===== config.mk =====
export PLATFORM = sky130hd
export DESIGN_NAME = sequence_gap_linear_fill
export DESIGN_NICKNAME = d
export VERILOG_FILES = /design/src/sv/seqf_pkg.sv /design/src/sv/seqf_div.sv /design/src/sv/sequence_gap_linear_fill.sv
export SDC_FILE = /design/constraint.sdc
export NUM_CORES = 1
export LEC_CHECK = 0
export BUFFER_PORTS_ARGS = -buffer_cell sky130_fd_sc_hd__clkbuf_2
export CAP_MARGIN = 20
export CORE_MARGIN = 1.5
export CORE_UTILIZATION = 50
export CTS_BUF_LIST = sky130_fd_sc_hd__clkbuf_4 sky130_fd_sc_hd__clkbuf_8 sky130_fd_sc_hd__clkbuf_16
export DETAILED_ROUTE_END_ITERATION = 10
export PLACE_DENSITY = 0.68
export SLEW_MARGIN = 20
export SYNTH_ARGS = -nofsm -noshare
export SYNTH_HDL_FRONTEND = slang
export SYNTH_SLANG_ARGS = --single-unit

===== constraint.sdc =====
create_clock -name i_clk -period 4.7 [get_ports i_clk]
set_input_delay 0.235 -clock i_clk [delete_from_list [all_inputs] [get_ports i_clk]]
set_output_delay 0.235 -clock i_clk [all_outputs]
set_load 0.01 [all_outputs]

===== src/sv/seqf_pkg.sv =====
// Shared types and constants for the sequence gap linear fill block.
package seqf_pkg;

    localparam int NUM_W   = 16;
    localparam int VAL_W   = 16;
    localparam int GAP_W   = 6;
    localparam int MAX_GAP = 63;

    typedef struct packed {
        logic [NUM_W-1:0]        seq_number;
        logic signed [VAL_W-1:0] sample_value;
        logic                    end_of_stream;
    } t_in_item;

    typedef struct packed {
        logic [NUM_W-1:0]        out_number;
        logic signed [VAL_W-1:0] out_value;
        logic                    gap_too_long;
        logic                    run_last;
    } t_out_item;

    typedef struct packed {
        logic                    start;
        logic signed [VAL_W:0]   dividend;
        logic [GAP_W-1:0]        divisor;
    } t_div_req;

    typedef struct packed {
        logic                    done;
        logic signed [VAL_W:0]   quotient;
    } t_div_rsp;

endpackage


===== src/sv/seqf_div.sv =====
// Serial restoring divider: signed dividend by small unsigned divisor, truncating.
module seqf_div (
    input  logic               i_clk,
    input  logic               i_rst_n,
    input  seqf_pkg::t_div_req i_req,
    output seqf_pkg::t_div_rsp o_rsp
);
    import seqf_pkg::*;

    localparam int CNT_W = $clog2(VAL_W);

    logic               r_busy;
    logic               r_done;
    logic [CNT_W-1:0]   r_cnt;
    logic [VAL_W-1:0]   r_q;
    logic [GAP_W-1:0]   r_rem;
    logic [GAP_W-1:0]   r_div;
    logic               r_neg;
    logic [VAL_W:0]     w_mag;
    logic [GAP_W:0]     w_trial;
    logic               w_ge;
    logic [GAP_W:0]     w_rem_n;

    assign w_mag   = i_req.dividend[VAL_W] ? (~i_req.dividend + 1'b1) : i_req.dividend;
    assign w_trial = {r_rem, r_q[VAL_W-1]};
    assign w_ge    = w_trial >= {1'b0, r_div};
    assign w_rem_n = w_ge ? (w_trial - {1'b0, r_div}) : w_trial;

    always_ff @(posedge i_clk) begin
        if (!i_rst_n) begin
            r_busy <= 1'b0;
            r_done <= 1'b0;
        end else begin
            r_done <= 1'b0;
            if (i_req.start) begin
                r_busy <= 1'b1;
                r_cnt  <= '0;
                r_q    <= w_mag[VAL_W-1:0];
                r_rem  <= '0;
                r_div  <= i_req.divisor;
                r_neg  <= i_req.dividend[VAL_W];
            end else if (r_busy) begin
                r_q   <= {r_q[VAL_W-2:0], w_ge};
                r_rem <= w_rem_n[GAP_W-1:0];
                r_cnt <= r_cnt + 1'b1;
                if (r_cnt == CNT_W'(VAL_W - 1)) begin
                    r_busy <= 1'b0;
                    r_done <= 1'b1;
                end
            end
        end
    end

    assign o_rsp.done     = r_done;
    assign o_rsp.quotient = r_neg ? -$signed({1'b0, r_q}) : $signed({1'b0, r_q});

endmodule


===== src/sv/sequence_gap_linear_fill.sv =====
// Top level: holds the last measurement and fills gaps by linear interpolation.
// An item that is only held or dropped is taken without raising the input stall. A lone
// entry is emitted for a gap too long, a dropped final item or a first item ending the stream;
// a long gap followed by a final item emits the held entry, then the final item. A filled gap
// of G entries, plus the final item if it ends the stream: the slope comes from a single 16-step
// serial divider, then one entry leaves per cycle, unless the output stalls, through an adder
// that steps the value. Input stall is high from acceptance until the last result is registered.
module sequence_gap_linear_fill (
    input  logic                i_clk,
    input  logic                i_rst_n,
    input  logic                i_in_valid,
    output logic                o_in_stall,
    input  seqf_pkg::t_in_item  i_in_data,
    output logic                o_out_valid,
    input  logic                i_out_stall,
    output seqf_pkg::t_out_item o_out_data
);
    import seqf_pkg::*;

    typedef enum logic [2:0] {S_IDLE, S_DIV, S_FILL, S_HELD, S_NEW} t_state;

    t_state                  r_state;
    logic                    r_have;
    logic [NUM_W-1:0]        r_held_num;
    logic signed [VAL_W-1:0] r_held_val;
    logic [NUM_W-1:0]        r_new_num;
    logic signed [VAL_W-1:0] r_new_val;
    logic                    r_eos;
    logic                    r_long;
    logic                    r_tail;
    logic [GAP_W-1:0]        r_gap;
    logic [GAP_W-1:0]        r_cnt;
    logic signed [VAL_W:0]   r_step;
    logic signed [VAL_W:0]   r_acc;
    logic                    r_out_valid;
    t_out_item               r_out_data;

    logic                    w_emit;
    logic                    w_load;
    logic                    w_above;
    logic                    w_long;
    logic [NUM_W-1:0]        w_diff;
    logic                    w_fill_end;
    t_div_req                w_div_req;
    t_div_rsp                w_div_rsp;

    assign w_emit     = !r_out_valid || !i_out_stall;
    assign w_load     = w_emit && (r_state inside {S_FILL, S_HELD, S_NEW});
    assign w_above    = i_in_data.seq_number > r_held_num;
    assign w_diff     = i_in_data.seq_number - r_held_num;
    assign w_long     = w_diff > NUM_W'(MAX_GAP);
    assign w_fill_end = r_cnt == (r_gap - 1'b1);

    assign w_div_req.start    = (r_state == S_IDLE) && i_in_valid && r_have && w_above
                                && !w_long;
    assign w_div_req.dividend = {i_in_data.sample_value[VAL_W-1], i_in_data.sample_value}
                                - {r_held_val[VAL_W-1], r_held_val};
    assign w_div_req.divisor  = w_diff[GAP_W-1:0];

    seqf_div u_div (
        .i_clk   (i_clk),
        .i_rst_n (i_rst_n),
        .i_req   (w_div_req),
        .o_rsp   (w_div_rsp)
    );

    always_ff @(posedge i_clk) begin
        if (!i_rst_n) begin
            r_state     <= S_IDLE;
            r_have      <= 1'b0;
            r_held_num  <= '0;
            r_held_val  <= '0;
            r_out_valid <= 1'b0;
        end else begin
            if (w_load) begin
                r_out_valid <= 1'b1;
            end else if (!i_out_stall) begin
                r_out_valid <= 1'b0;
            end
            unique case (r_state)
                S_IDLE: if (i_in_valid) begin
                    r_new_num <= i_in_data.seq_number;
                    r_new_val <= i_in_data.sample_value;
                    r_eos     <= i_in_data.end_of_stream;
                    if (!r_have) begin
                        if (i_in_data.end_of_stream) begin
                            r_state <= S_NEW;
                        end else begin
                            r_have     <= 1'b1;
                            r_held_num <= i_in_data.seq_number;
                            r_held_val <= i_in_data.sample_value;
                        end
                    end else if (!w_above) begin
                        if (i_in_data.end_of_stream) begin
                            r_long  <= 1'b0;
                            r_tail  <= 1'b0;
                            r_state <= S_HELD;
                        end
                    end else if (w_long) begin
                        r_long  <= 1'b1;
                        r_tail  <= i_in_data.end_of_stream;
                        r_state <= S_HELD;
                    end else begin
                        r_gap   <= w_diff[GAP_W-1:0];
                        r_state <= S_DIV;
                    end
                end
                S_DIV: if (w_div_rsp.done) begin
                    r_step  <= w_div_rsp.quotient;
                    r_acc   <= {r_held_val[VAL_W-1], r_held_val};
                    r_cnt   <= '0;
                    r_state <= S_FILL;
                end
                S_FILL: if (w_emit) begin
                    r_out_data.out_number   <= r_held_num + NUM_W'(r_cnt);
                    r_out_data.out_value    <= r_acc[VAL_W-1:0];
                    r_out_data.gap_too_long <= 1'b0;
                    r_out_data.run_last     <= w_fill_end && !r_eos;
                    r_acc                   <= r_acc + r_step;
                    r_cnt                   <= r_cnt + 1'b1;
                    if (w_fill_end) begin
                        if (r_eos) begin
                            r_state <= S_NEW;
                        end else begin
                            r_held_num <= r_new_num;
                            r_held_val <= r_new_val;
                            r_state    <= S_IDLE;
                        end
                    end
                end
                S_HELD: if (w_emit) begin
                    r_out_data.out_number   <= r_held_num;
                    r_out_data.out_value    <= r_held_val;
                    r_out_data.gap_too_long <= r_long;
                    r_out_data.run_last     <= !r_tail;
                    if (r_tail) begin
                        r_state <= S_NEW;
                    end else if (r_long) begin
                        r_held_num <= r_new_num;
                        r_held_val <= r_new_val;
                        r_state    <= S_IDLE;
                    end else begin
                        r_have     <= 1'b0;
                        r_held_num <= '0;
                        r_held_val <= '0;
                        r_state    <= S_IDLE;
                    end
                end
                S_NEW: if (w_emit) begin
                    r_out_data.out_number   <= r_new_num;
                    r_out_data.out_value    <= r_new_val;
                    r_out_data.gap_too_long <= 1'b0;
                    r_out_data.run_last     <= 1'b1;
                    r_have                  <= 1'b0;
                    r_held_num              <= '0;
                    r_held_val              <= '0;
                    r_state                 <= S_IDLE;
                end
                default: r_state <= S_IDLE;
            endcase
        end
    end

    assign o_in_stall  = r_state != S_IDLE;
    assign o_out_valid = r_out_valid;
    assign o_out_data  = r_out_data;

endmodule


Yosys cells after proc, flatten, opt, wreduce, memory -nomap -nowiden
Index checks and enable logic that the tools add are counted.

Output and inout bits: 36. Input port bits: 37. Bits in registers: 187. Word-level logic and storage cells: 167.

Eq/ne operators: 21. Reductions and logical operators: 32. Add/sub/neg operators: 10. Muxes and demuxes: 71. Order comparisons: 3. Bitwise logic cells: 4.

Operators with widths (count): 16-bit 2-to-1 mux (23); 16-bit one-hot mux with 4 select lines (2); 34-bit 2-to-1 mux (3); 34-bit one-hot mux with 3 select lines (1); 3-bit 2-to-1 mux (12); 17-bit 2-to-1 mux (2); 17-bit one-hot mux with 2 select lines (1); 6-bit 2-to-1 mux (4); 2-bit != test, second input constant (10); 1-bit 2-to-1 mux (18); 6-bit AND reduction (3); 17-bit adder (1); 16-bit negation with 17-bit output (1); 16-bit by 16-bit subtractor with 17-bit output (1); 16-bit by 1-bit adder with 16-bit output, second input constant (1); 16-bit by 6-bit adder with 16-bit output (1); 16-bit greater-than comparator (1); 16-bit by 6-bit greater-than comparator with 1-bit output, second input constant (1); 16-bit NOT (1); 16-bit subtractor (1); 3-bit one-hot mux with 5 select lines (1); 6-bit one-hot mux with 2 select lines (1); 10-bit AND reduction (1); 3-bit nonzero test (3); other kinds (28) (47).

Logic depth before layout (Yosys ltp)
Gate-level depths: netlist of the first run.

Word-level depth: 7. Mapped depth: 14. Mapped depth without buffers: 13.

Modules after synthesis
A second synthesis of the first run with hierarchy kept.

Cell total of the unflattened synthesis: 1121. Area, all modules: 11180.7 um^2.

Modules (own cells, without submodules): sequence_gap_linear_fill (instances 1, cells an instance 894, sequential area each 4134.0 um^2, area each 8877.3 um^2); seqf_div (instances 1, cells an instance 227, sequential area each 1031.0 um^2, area each 2303.5 um^2).

Worst setup path before layout of the first run
No wires, ideal clock.

Kind: register to register. Start point: reg r_held_num[0]. End point: reg u_div.r_cnt[0] (enable). Arrival: 3.198 ns. Slack: 1.118 ns. Period minus slack after synthesis: 3.582 ns. Buffers on the path: 1. Library setup time: 0.384 ns. Stages on the path, launching flop included: 13. Cells stage by stage: dfxtp_1 -> ha_1 -> fa_1 -> nor2b_1 -> o31ai_2 -> a211oi_1 -> nor2_1 -> mux2i_1 -> nor4_2 -> nand4_2 -> nor2_8 -> buf_8 -> o21a_1.

Longest elaborated chain between the ends: 6. Elaborated cells on any way between the ends: 8. Those cells by class: add/sub: 1; order compare: 2; reduce/logical: 5.

RTL lines: from (decl) (RTL line sequence_gap_linear_fill.sv:24) `logic [NUM_W-1:0] r_held_num;`; from (signal assigned) (RTL line sequence_gap_linear_fill.sv:90) `r_held_num <= i_in_data.seq_number;`; from (signal assigned) (RTL line sequence_gap_linear_fill.sv:125) `r_held_num <= r_new_num;`; from (signal assigned) (RTL line sequence_gap_linear_fill.sv:139) `r_held_num <= r_new_num;`; 16-bit subtractor (RTL line sequence_gap_linear_fill.sv:50) `assign w_diff = i_in_data.seq_number - r_held_num;`; 16-bit by 6-bit greater-than comparator with 1-bit output (RTL line sequence_gap_linear_fill.sv:51) `assign w_long = w_diff > NUM_W'(MAX_GAP);`; 1-bit zero test (RTL line sequence_gap_linear_fill.sv:55) `&& !w_long;`; 1-bit logical AND (*) (RTL line sequence_gap_linear_fill.sv:55); 2-bit nonzero test (no line) (*); 2-bit AND reduction (no line) (*); to (signal assigned) (RTL line seqf_div.sv:45) `r_cnt <= r_cnt + 1'b1;`; to (decl) (RTL line seqf_div.sv:14) `logic [CNT_W-1:0] r_cnt;`.

Every way passes the cells marked *; elsewhere a longest branch is shown, timed or not. A chain may end at the register's enable or synchronous reset.

Worst setup path in the final report of the first run
Start point: reg r_held_num[0]. End point: reg u_div.r_rem[2] (enable).

Longest elaborated chain between the ends: 6. Elaborated cells on any way between the ends: 8. Those cells by class: add/sub: 1; order compare: 2; reduce/logical: 5.

RTL lines: 16-bit subtractor (RTL line sequence_gap_linear_fill.sv:50); 16-bit by 6-bit greater-than comparator with 1-bit output (RTL line sequence_gap_linear_fill.sv:51); 1-bit zero test (RTL line sequence_gap_linear_fill.sv:55); 1-bit logical AND (*) (RTL line sequence_gap_linear_fill.sv:55); 2-bit nonzero test (no line) (*); 2-bit AND reduction (no line) (*); to (signal assigned) (RTL line seqf_div.sv:44) `r_rem <= w_rem_n[GAP_W-1:0];`; to (decl) (RTL line seqf_div.sv:16) `logic [GAP_W-1:0] r_rem;`.

Marks and branches as above.

==> results of run 1 <==
-- metrics by stage --
stage                     power, mW  utilization (%)  instances
final                          6.50             56.9       1508
after global routing           6.89             56.9       1508
after CTS                      6.49             56.9       1508
after detailed placement       5.04             54.3       1476
after global placement         5.00             54.3       1476
after floorplan                4.29                -       1156
-- layer usage --
layer  up-vias  part of all wire (%)  GRT usage [%]
li1       4381                     -              -
met1      4294                    45           35.2
met2       328                    46           40.1
met3        47                   6.4           4.03
met4         0                   2.4           8.97
met5         -                     0              0
-- state kept, by name, indices dropped and copies added (netlist names), 3 cells and up --
name,cells
r_new_val,16
u_div.r_cnt,4
r_acc,16
r_gap,6
r_new_num,16
o_out_data,34
u_div.r_q,16
r_held_num,16
r_state,3
r_cnt,6
u_div.r_rem,6
r_step,16
r_held_val,16
u_div.r_div,6
-- cell usage in the layout (no fill, tap or decap), types with 4 or more instances in the layout --
cell,count
nand2b_1,7
buf_4,11
dfxtp_1,39
nand4_1,4
a21o_1,12
o211ai_1,10
fa_1,5
a21oi_1,55
inv_6,4
nor2_1,103
nor3_1,27
o21bai_1,4
mux2i_1,8
xnor2_1,43
nand3b_1,5
xor2_1,26
mux2_2,9
clkbuf_16,17
nand3_1,28
o21ai_0,65
nor2b_1,18
and2_1,11
clkbuf_2,72
edfxtp_1,146
or3_1,10
a211oi_1,39
a221o_1,6
o21a_1,12
a31oi_1,12
and3_1,12
a22oi_1,56
o21ai_1,8
ha_1,64
o31ai_1,9
nand2_1,107
inv_1,87
-- worst max-delay path by stage --
stage                        from              to  cells past startpoint
finish              r_held_num[0]  u_div.r_rem[2]                     12
global route        r_held_num[0]  u_div.r_cnt[3]                     12
CTS                 r_held_num[0]  u_div.r_cnt[3]                     12
detailed placement  i_in_data[17]  u_div.r_rem[0]                     14
global placement    i_in_data[17]  u_div.r_rem[4]                     14
floorplan           r_held_num[0]  u_div.r_cnt[0]                     12
-- logic make-up (layout without fill, tap and decap cells) --
kind of cell / after synthesis / in the layout
multiplexers: 20 / 20
AO/OA/AOI/OAI: 333 / 333
XOR/XNOR: 69 / 69
adder cells (fa/ha/maj): 69 / 69
AND/OR/NAND/NOR: 350 / 350
buffers and inverters: 130 / 202
flip-flops: 185 / 185
-- power groups by stage --
| stage | clock network, mW | registers [mW] | logic, mW |
|---|---|---|---|
| global placement | 0 | 2.33 | 2.67 |
| detailed placement | 0 | 2.33 | 2.70 |
| CTS | 1.47 | 2.30 | 2.72 |
| global route | 1.53 | 2.33 | 3.02 |
| floorplan | 0 | 2.32 | 1.97 |
| finish | 1.45 | 2.30 | 2.74 |
-- area by class of cell --
type                       count  share of cell area [%]
clock buffer                  18                    3.45
clock inverter                14                    1.17
inverter                      87                    2.60
multi-input combinational    841                    45.3
sequential                   185                    41.2
tap                          280                    2.79
timing repair buffer          83                    3.53
==> flow_summary.ini, run 1 <==
[synthesis]
synth_adder_area_share_pct = 7.95
synth_enable_flop_cells = 146
async_flop_share_pct = 0
syn_inst = 1156
synth-simple-area-share_pct = 14.4
synth_top_family_by_area = compound AO/OA/AOI/OAI gates
synth-seq-area-share_pct = 45.6
syn-num-nets = 1262
syn_avg_cell_area_um2 = 9.81
synthFlopType = edfxtp_1
synth_xor_xnor_area_share_pct = 5.33
yosysWarnings = 0
yosys-top-cells-area = edfxtp_1, ha_1, dfxtp_1
post-synth-top-count-cell = edfxtp_1
synth_area_um2 = 11300
synth_compound_area_share_pct = 20.2
synth.mux.area_fraction_pct = 2.00
yosysTopAreaCell = edfxtp_1
netlist.area_leader.share_pct = 38.7
synthTopCellsByCount = edfxtp_1, nand2_1, nor2_1
synth_cell_type_count = 76
synth_seq_cells = 185

[clocking]
cts_tree = built
clock_latency_ns = 0.44
postCtsHoldBufs = 0
cts_setup_buffers = 0
root_buffer = clkbuf_16
cts_buffer_depth = 2
clk_pin_slew_ns = 0.08
cts_max_level = 4
numCtsBuffers = 17
cts_num_sinks = 185
cts_resized = 0

[final_layout]
final_cell_area_um2 = 12500
multi_input_area_um2 = 5670
area_growth_pct = 10.6
diodes = 0
seq_area_um2 = 5160
nFillCells = 1948
final_layout_size_suffix_gt1_share_pct = 12.7
layout.nets = 1321

[worst_setup_path]
r2r_end = u_div.r_rem[2]
critical_path_buf_inv_count = 1
rrSetupSlack_ns = 0.81
cp_max_fo = 28
critPathKind = register to register
r2r-start = r_held_num[0]
cp.required_ns = 4.81
cp-start-kind = register
slowest_delay_ns = 0.45
rr_worst_depth = 12
crit_family = simple AND/OR/NAND/NOR gates
crit_chain = ha_1 > fa_1 > nor2b_1 > o31ai_2 > a211oi_1 > nor2_1 > mux2i_1 > nor4_2 > nand4_2 > nor2_8 > o21a_1 > buf_4
end_kind = register
slowest_stage = nor2_8
cp_data_arrival_time_ns = 4.00

[global_route]
overflow = 0
antenna_found_initial = 0
grt.total_usage_pct = 25.3
grt_pass1_wl_um = 46700
grt_pass1_vias = 8744
grt_max_degree = 65

[power_and_ir_drop]
powerDensity_nw_per_um2 = 518
peakVddDrop_mv = 0.394
pwr-share-seq_pct = 35.5
p_switching_mw = 2.59
clkPwrFrac_pct = 22.4
swShare_pct = 39.8
intPower_mw = 3.91
leakagePower_nw = 4.77
combPwrFrac_pct = 42.2

[placement]
gp_congestion = 0.933
place_area_um2 = 12000
io_buffers = 72
pre_cts_ws_ns = 0.843
dpl.hpwl_um = 20900

[route]
dr.pass1.iters = 5
postRouteAntennaNets = 0
drt_iter0_drc = 839
via_count = 9050
via_per_inst = 6.00
wl_per_cell_um = 19.3
routed_wl_um = 29100
drc = 0

[die]
die_h_um = 154
die_w_um = 154
rows = 54
coreArea_um2 = 22000
die_area_um2 = 23600
start_util_pct = 51.5
ioPinCount = 73

[timing]
fin_hold_ws_ns = 0.0105
period_share_pct = 82.8
timing.final.ws_setup_ns = 0.809
hold_viol = 0
maxSlewViolCount = 0
setup_viol = 0
tns_ns = 0
fin_crit_ns = 3.89
slew_headroom_pct = 29.1
fmax_mhz = 257
rsz0062_at_grt = false
skew_ns = 0.0210
worst_slew_pin_slew_ns = 1.06

[worst_hold_path]
hold_depth = 1
holdCritStartpoint = i_in_data[11]
min_to = r_new_val[10]
hold_class = input port to register

[flow_run]
drv_cap = 0

[outcome]
status = finished clean
Power figures use the tool's default switching activity.
==> inputs of run 2 (changes only) <==
--- a/config.mk
+++ b/config.mk
@@ -11,7 +11,7 @@
 export CORE_UTILIZATION = 50
 export CTS_BUF_LIST = sky130_fd_sc_hd__clkbuf_4 sky130_fd_sc_hd__clkbuf_8 sky130_fd_sc_hd__clkbuf_16
 export DETAILED_ROUTE_END_ITERATION = 10
-export PLACE_DENSITY = 0.68
+export PLACE_DENSITY = 0.7
 export SLEW_MARGIN = 20
 export SYNTH_ARGS = -nofsm -noshare
 export SYNTH_HDL_FRONTEND = slang
==> constraint.sdc (replaced) <==
create_clock -name i_clk -period 3.2 [get_ports i_clk]
set_input_delay 0.16 -clock i_clk [delete_from_list [all_inputs] [get_ports i_clk]]
set_output_delay 0.16 -clock i_clk [all_outputs]
set_load 0.01 [all_outputs]
==> flow_summary.ini, run 2 (same netlist as run 1, synthesis figures left out) <==
[worst_setup_path]
slowest_stage = fa_2
r2r_end = u_div.r_rem[0]
cp_data_arrival_time_ns = 3.25
end_kind = register
rrSetupSlack_ns = 0.10
rr_worst_depth = 13
r2r-start = r_held_num[0]
slowest_delay_ns = 0.38
crit_family = simple AND/OR/NAND/NOR gates
cp-start-kind = register
critical_path_buf_inv_count = 2
cp_max_fo = 18
crit_path_frequent_cell = buf_12
cp.required_ns = 3.35
crit_chain = ha_1 > fa_2 > nor2b_4 > o31ai_4 > a211oi_2 > nor2_1 > mux2i_1 > nor4_4 > nand4_2 > nor2_8 > buf_12 > o21a_4 > buf_12
critPathKind = register to register

[die]
ioPinCount = 73
coreArea_um2 = 22000
rows = 54
start_util_pct = 51.5
die_h_um = 154
die_w_um = 154
die_area_um2 = 23600

[power_and_ir_drop]
powerDensity_nw_per_um2 = 742
pwr-share-seq_pct = 33.8
swShare_pct = 39.8
power_mw = 9.98
intPower_mw = 6.01
peakVddDrop_mv = 0.417
clkPwrFrac_pct = 21.1
combPwrFrac_pct = 45.1
leakagePower_nw = 5.18
p_switching_mw = 3.97

[clocking]
cts_buffer_depth = 2
clock_latency_ns = 0.44
cts_num_sinks = 185
cts_tree = built
root_buffer = clkbuf_16
cts_max_level = 4
numCtsBuffers = 17
clk_pin_slew_ns = 0.07

[route]
via_count = 9351
via_per_inst = 5.89
dr.pass1.iters = 5
drt_iter0_drc = 743
wl_per_cell_um = 18.9
postRouteAntennaNets = 0
drc = 0
routed_wl_um = 30000

[timing]
maxSlewViolCount = 0
hold_viol = 0
slew_headroom_pct = 44.5
setup_viol = 0
timing.final.ws_setup_ns = 0.101
period_share_pct = 96.8
worst_slew_pin_slew_ns = 0.832
skew_ns = 0.00964
fmax_mhz = 323
tns_ns = 0
rsz0062_at_grt = true
fin_crit_ns = 3.10

[final_layout]
nFillCells = 1806
layout_common_cells = edfxtp_1, nand2_1, nor2_1
final_layout_size_suffix_gt1_share_pct = 17.7
area_growth_pct = 18.7
largest_reg_flops = 34
multi_input_area_um2 = 5830
diodes = 0
layout.nets = 1402
seq_area_um2 = 5170
final_cell_area_um2 = 13500
layout.cells.most_common = edfxtp_1

[outcome]
status = finished clean

[global_route]
grt_pass1_wl_um = 47300
antenna_found_initial = 0
grt_max_degree = 34
grt_pass1_vias = 9046
grt.total_usage_pct = 25.7
overflow = 0

[worst_hold_path]
hold_depth = 1
holdCritStartpoint = i_in_data[2]
hold_class = input port to register
min_to = r_new_val[1]

[placement]
dpl.hpwl_um = 21800
place_area_um2 = 12400
pre_cts_ws_ns = -0.0620
io_buffers = 72
gp_congestion = 0.910

[flow_run]
drv_cap = 0
[run 2: cell count changes in the layout (fill, tap and decap cells not counted), moves of 4 or more]
| cell | delta |
|---|---|
| dlygate4sd3_1 | +32 |
| buf_12 | +6 |
| buf_4 | +43 |
| ha_1 | -4 |
[run 2: cell type report]
type                    count  area share (%)
clock inverters            13           0.986
multi-input cells         841            43.3
repair buffers            164            8.97
flip-flops and latches    185            38.4
clock buffers              18            3.26
inverters                  87            2.43
well taps                 280            2.60
[run 2: routing by layer]
| layer | global-route usage, % | up-vias | part of all wire, % |
|---|---|---|---|
| met1 | 33.5 | 4479 | 44 |
| met2 | 42.7 | 291 | 48 |
| met3 | 5.44 | 46 | 5.3 |
| li1 | - | 4535 | - |
| met4 | 8.65 | 0 | 2.1 |
| met5 | 0 | - | 0 |
[run 2: worst reg2reg max path: stages, from the launching register on]
cell and delay [ns]:
dfxtp_1 0.32, ha_1 0.22, fa_2 0.38, nor2b_4 0.17, o31ai_4 0.08, a211oi_2 0.26, nor2_1 0.08, mux2i_1 0.15
nor4_4 0.32, nand4_2 0.21, nor2_8 0.14, buf_12 0.17, o21a_4 0.17, buf_12 0.15
[run 2: power by group through the flow]
stage	sequential [mW]	combinational, mW	clock, mW
2_1_floorplan	3.40	2.90	0
3_3_place_gp	3.41	4.14	0
3_5_place_dp	3.41	4.24	0
4_1_cts	3.36	4.31	2.12
5_1_grt	3.41	4.96	2.21
6_report	3.37	4.50	2.10
[run 2: worst max-delay path by stage]
| stage | startpoint | end | slack [ns] | cells after the start |
|---|---|---|---|---|
| final | r_held_num[0] | u_div.r_rem[0] | 0.10 | 13 |
| after floorplan | r_state[2] | o_out_data[0] | 0.02 | 6 |
| after global routing | r_held_val[2] | u_div.r_q[14] | -0.05 | 11 |
| after detailed placement | r_held_val[0] | u_div.r_q[14] | -0.06 | 12 |
| after CTS | r_held_num[0] | u_div.r_rem[0] | 0.01 | 13 |
| after global placement | i_in_data[17] | u_div.r_rem[0] | -0.01 | 15 |
[run 2: repair_timing]
action / in CTS / in global routing
setup buffers: 1 / 5
gates resized for setup: 3 / 32
endpoints found under the hold margin: 32 / 0
endpoints found under the setup margin: 37 / 70
pin swaps: 1 / 10
hold buffers: 32 / 0
[run 2: metrics by stage]
stage | instances | util (%) | hold slack (ns)
5_1_grt | 1588 | 61.1 | 0.0198
3_5_place_dp | 1519 | 56.2 | 0.379
2_1_floorplan | 1156 | - | 0.259
4_1_cts | 1583 | 60.3 | 0.00971
3_3_place_gp | 1519 | 56.1 | 0.371
6_report | 1588 | 61.1 | 0.0239
==> inputs of run 3 (changes only) <==
--- a/config.mk
+++ b/config.mk
@@ -8,10 +8,9 @@
 export BUFFER_PORTS_ARGS = -buffer_cell sky130_fd_sc_hd__clkbuf_2
 export CAP_MARGIN = 20
 export CORE_MARGIN = 1.5
-export CORE_UTILIZATION = 50
+export CORE_UTILIZATION = 45
 export CTS_BUF_LIST = sky130_fd_sc_hd__clkbuf_4 sky130_fd_sc_hd__clkbuf_8 sky130_fd_sc_hd__clkbuf_16
 export DETAILED_ROUTE_END_ITERATION = 10
-export PLACE_DENSITY = 0.7
 export SLEW_MARGIN = 20
 export SYNTH_ARGS = -nofsm -noshare
 export SYNTH_HDL_FRONTEND = slang
==> flow_summary.ini, run 3 (same netlist as run 1, synthesis figures left out) <==
[outcome]
status = finished clean

[final_layout]
nFillCells = 2149
largest_reg_flops = 34
final_cell_count_no_fill = 1653
diodes = 0
layout.cells.most_common = edfxtp_1
area_growth_pct = 20.9
layout.nets = 1422
final_layout_size_suffix_gt1_share_pct = 19.0
final_cell_area_um2 = 13700
layout_common_cells = edfxtp_1, nand2_1, nor2_1

[global_route]
overflow = 0
grt.total_usage_pct = 24.4
grt_max_degree = 35
grt_pass1_wl_um = 49600
grt_pass1_vias = 9229
antenna_found_initial = 0

[placement]
place_area_um2 = 12600
gp_congestion = 0.860
dpl.hpwl_um = 22500
io_buffers = 72
placedCellCount = 1587

[timing]
worst_slew_pin_slew_ns = 0.807
rsz0062_at_grt = true
maxSlewViolCount = 0
hold_viol = 0
fin_crit_ns = 3.09
setup_viol = 0
fmax_mhz = 324
period_share_pct = 96.5
skew_ns = 0.0131
slew_headroom_pct = 46.1

[route]
via_count = 9421
drt_iter0_drc = 838
postRouteAntennaNets = 0
routed_wl_um = 31000
via_per_inst = 5.70
wl_per_cell_um = 18.7
drc = 0
dr.pass1.iters = 5

[flow_run]
drv_cap = 0

[power_and_ir_drop]
power_mw = 10.3
leakagePower_nw = 5.30
p_switching_mw = 4.00
combPwrFrac_pct = 45.6
clkPwrFrac_pct = 21.8
intPower_mw = 6.30
pwr-share-seq_pct = 32.6
peakVddDrop_mv = 0.496
powerDensity_nw_per_um2 = 752
swShare_pct = 38.9

[worst_setup_path]
cp_data_arrival_time_ns = 3.27
slowest_stage = fa_2
crit_family = simple AND/OR/NAND/NOR gates
slowest_delay_ns = 0.38
cp_max_fo = 14
critPathKind = register to register
end_kind = register
crit_chain = ha_1 > fa_2 > nor2b_2 > nor2_1 > o21bai_1 > xnor2_1 > nand3_1 > nor4_4 > nand4_4 > nor2_8 > buf_12 > mux2_2
cp.required_ns = 3.38
critical_path_buf_inv_count = 1
cp-start-kind = register

[die]
coreArea_um2 = 24500
die_h_um = 162
start_util_pct = 46.2
rows = 57
ioPinCount = 73
die_w_um = 162
die_area_um2 = 26200

[clocking]
cts_buffer_depth = 2
root_buffer = clkbuf_16
clock_latency_ns = 0.43
cts_num_sinks = 185
numCtsBuffers = 17
cts_max_level = 4
cts_tree = built
clk_pin_slew_ns = 0.07

[worst_hold_path]
hold_class = input port to register
## run 3: power groups by stage
| stage | combinational (mW) | clock [mW] | sequential, mW |
|---|---|---|---|
| after global placement | 4.43 | 0 | 3.39 |
| after CTS | 4.55 | 2.29 | 3.35 |
| final | 4.70 | 2.25 | 3.35 |
| after detailed placement | 4.48 | 0 | 3.40 |
| after floorplan | 2.90 | 0 | 3.40 |
| after global routing | 5.17 | 2.36 | 3.40 |
## run 3: final timing paths
path / from / slack [ns] / cells past startpoint / to
max: r_held_num[0] / 0.11 / 12 / u_div.r_q[4]
min: i_in_data[0] / 0.05 / 1 / r_eos
max reg2reg: r_held_num[0] / 0.11 / 12 / u_div.r_q[4]
min reg2reg: u_div.r_busy / 0.50 / 2 / u_div.r_done
## run 3: area by class of cell
class	instances	area [um2]	share of cell area, %
multi-input cells	841	5820	42.5
flip-flops and latches	185	5170	37.7
repair buffers	184	1360	9.89
clock buffers	20	460	3.36
well taps	324	405	2.96
inverters	87	327	2.38
clock inverters	12	166	1.21
## run 3: per-layer routing
metal / routed length, um / track usage, % / vias up
met5: 0 / 0 / -
met4: 510 / 6.55 / 0
met3: 1960 / 3.19 / 30
met2: 14000 / 38.8 / 289
met1: 14500 / 35.2 / 4527
li1: - / - / 4575
## run 3: per-stage QoR
| step | util [%] | TNS (ns) | setup slack [ns] | hold slack (ns) |
|---|---|---|---|---|
| after floorplan | - | 0 | 0.0233 | 0.259 |
| after global placement | 51.4 | -1.36 | -0.0632 | 0.382 |
| after detailed placement | 51.4 | -3.03 | -0.108 | 0.382 |
| after CTS | 55.2 | 0 | 0.00515 | 0.0283 |
| after global routing | 55.8 | -0.0484 | -0.0377 | 0.0319 |
| final | 55.8 | 0 | 0.113 | 0.0467 |
## run 3: what timing repair did
item,in CTS,in global routing
hold endpoints to repair,30,0
hold buffers,30,0
pin swaps,0,7
endpoints found under the setup margin,51,59
gates resized for setup,4,31
buffers inserted,0,4
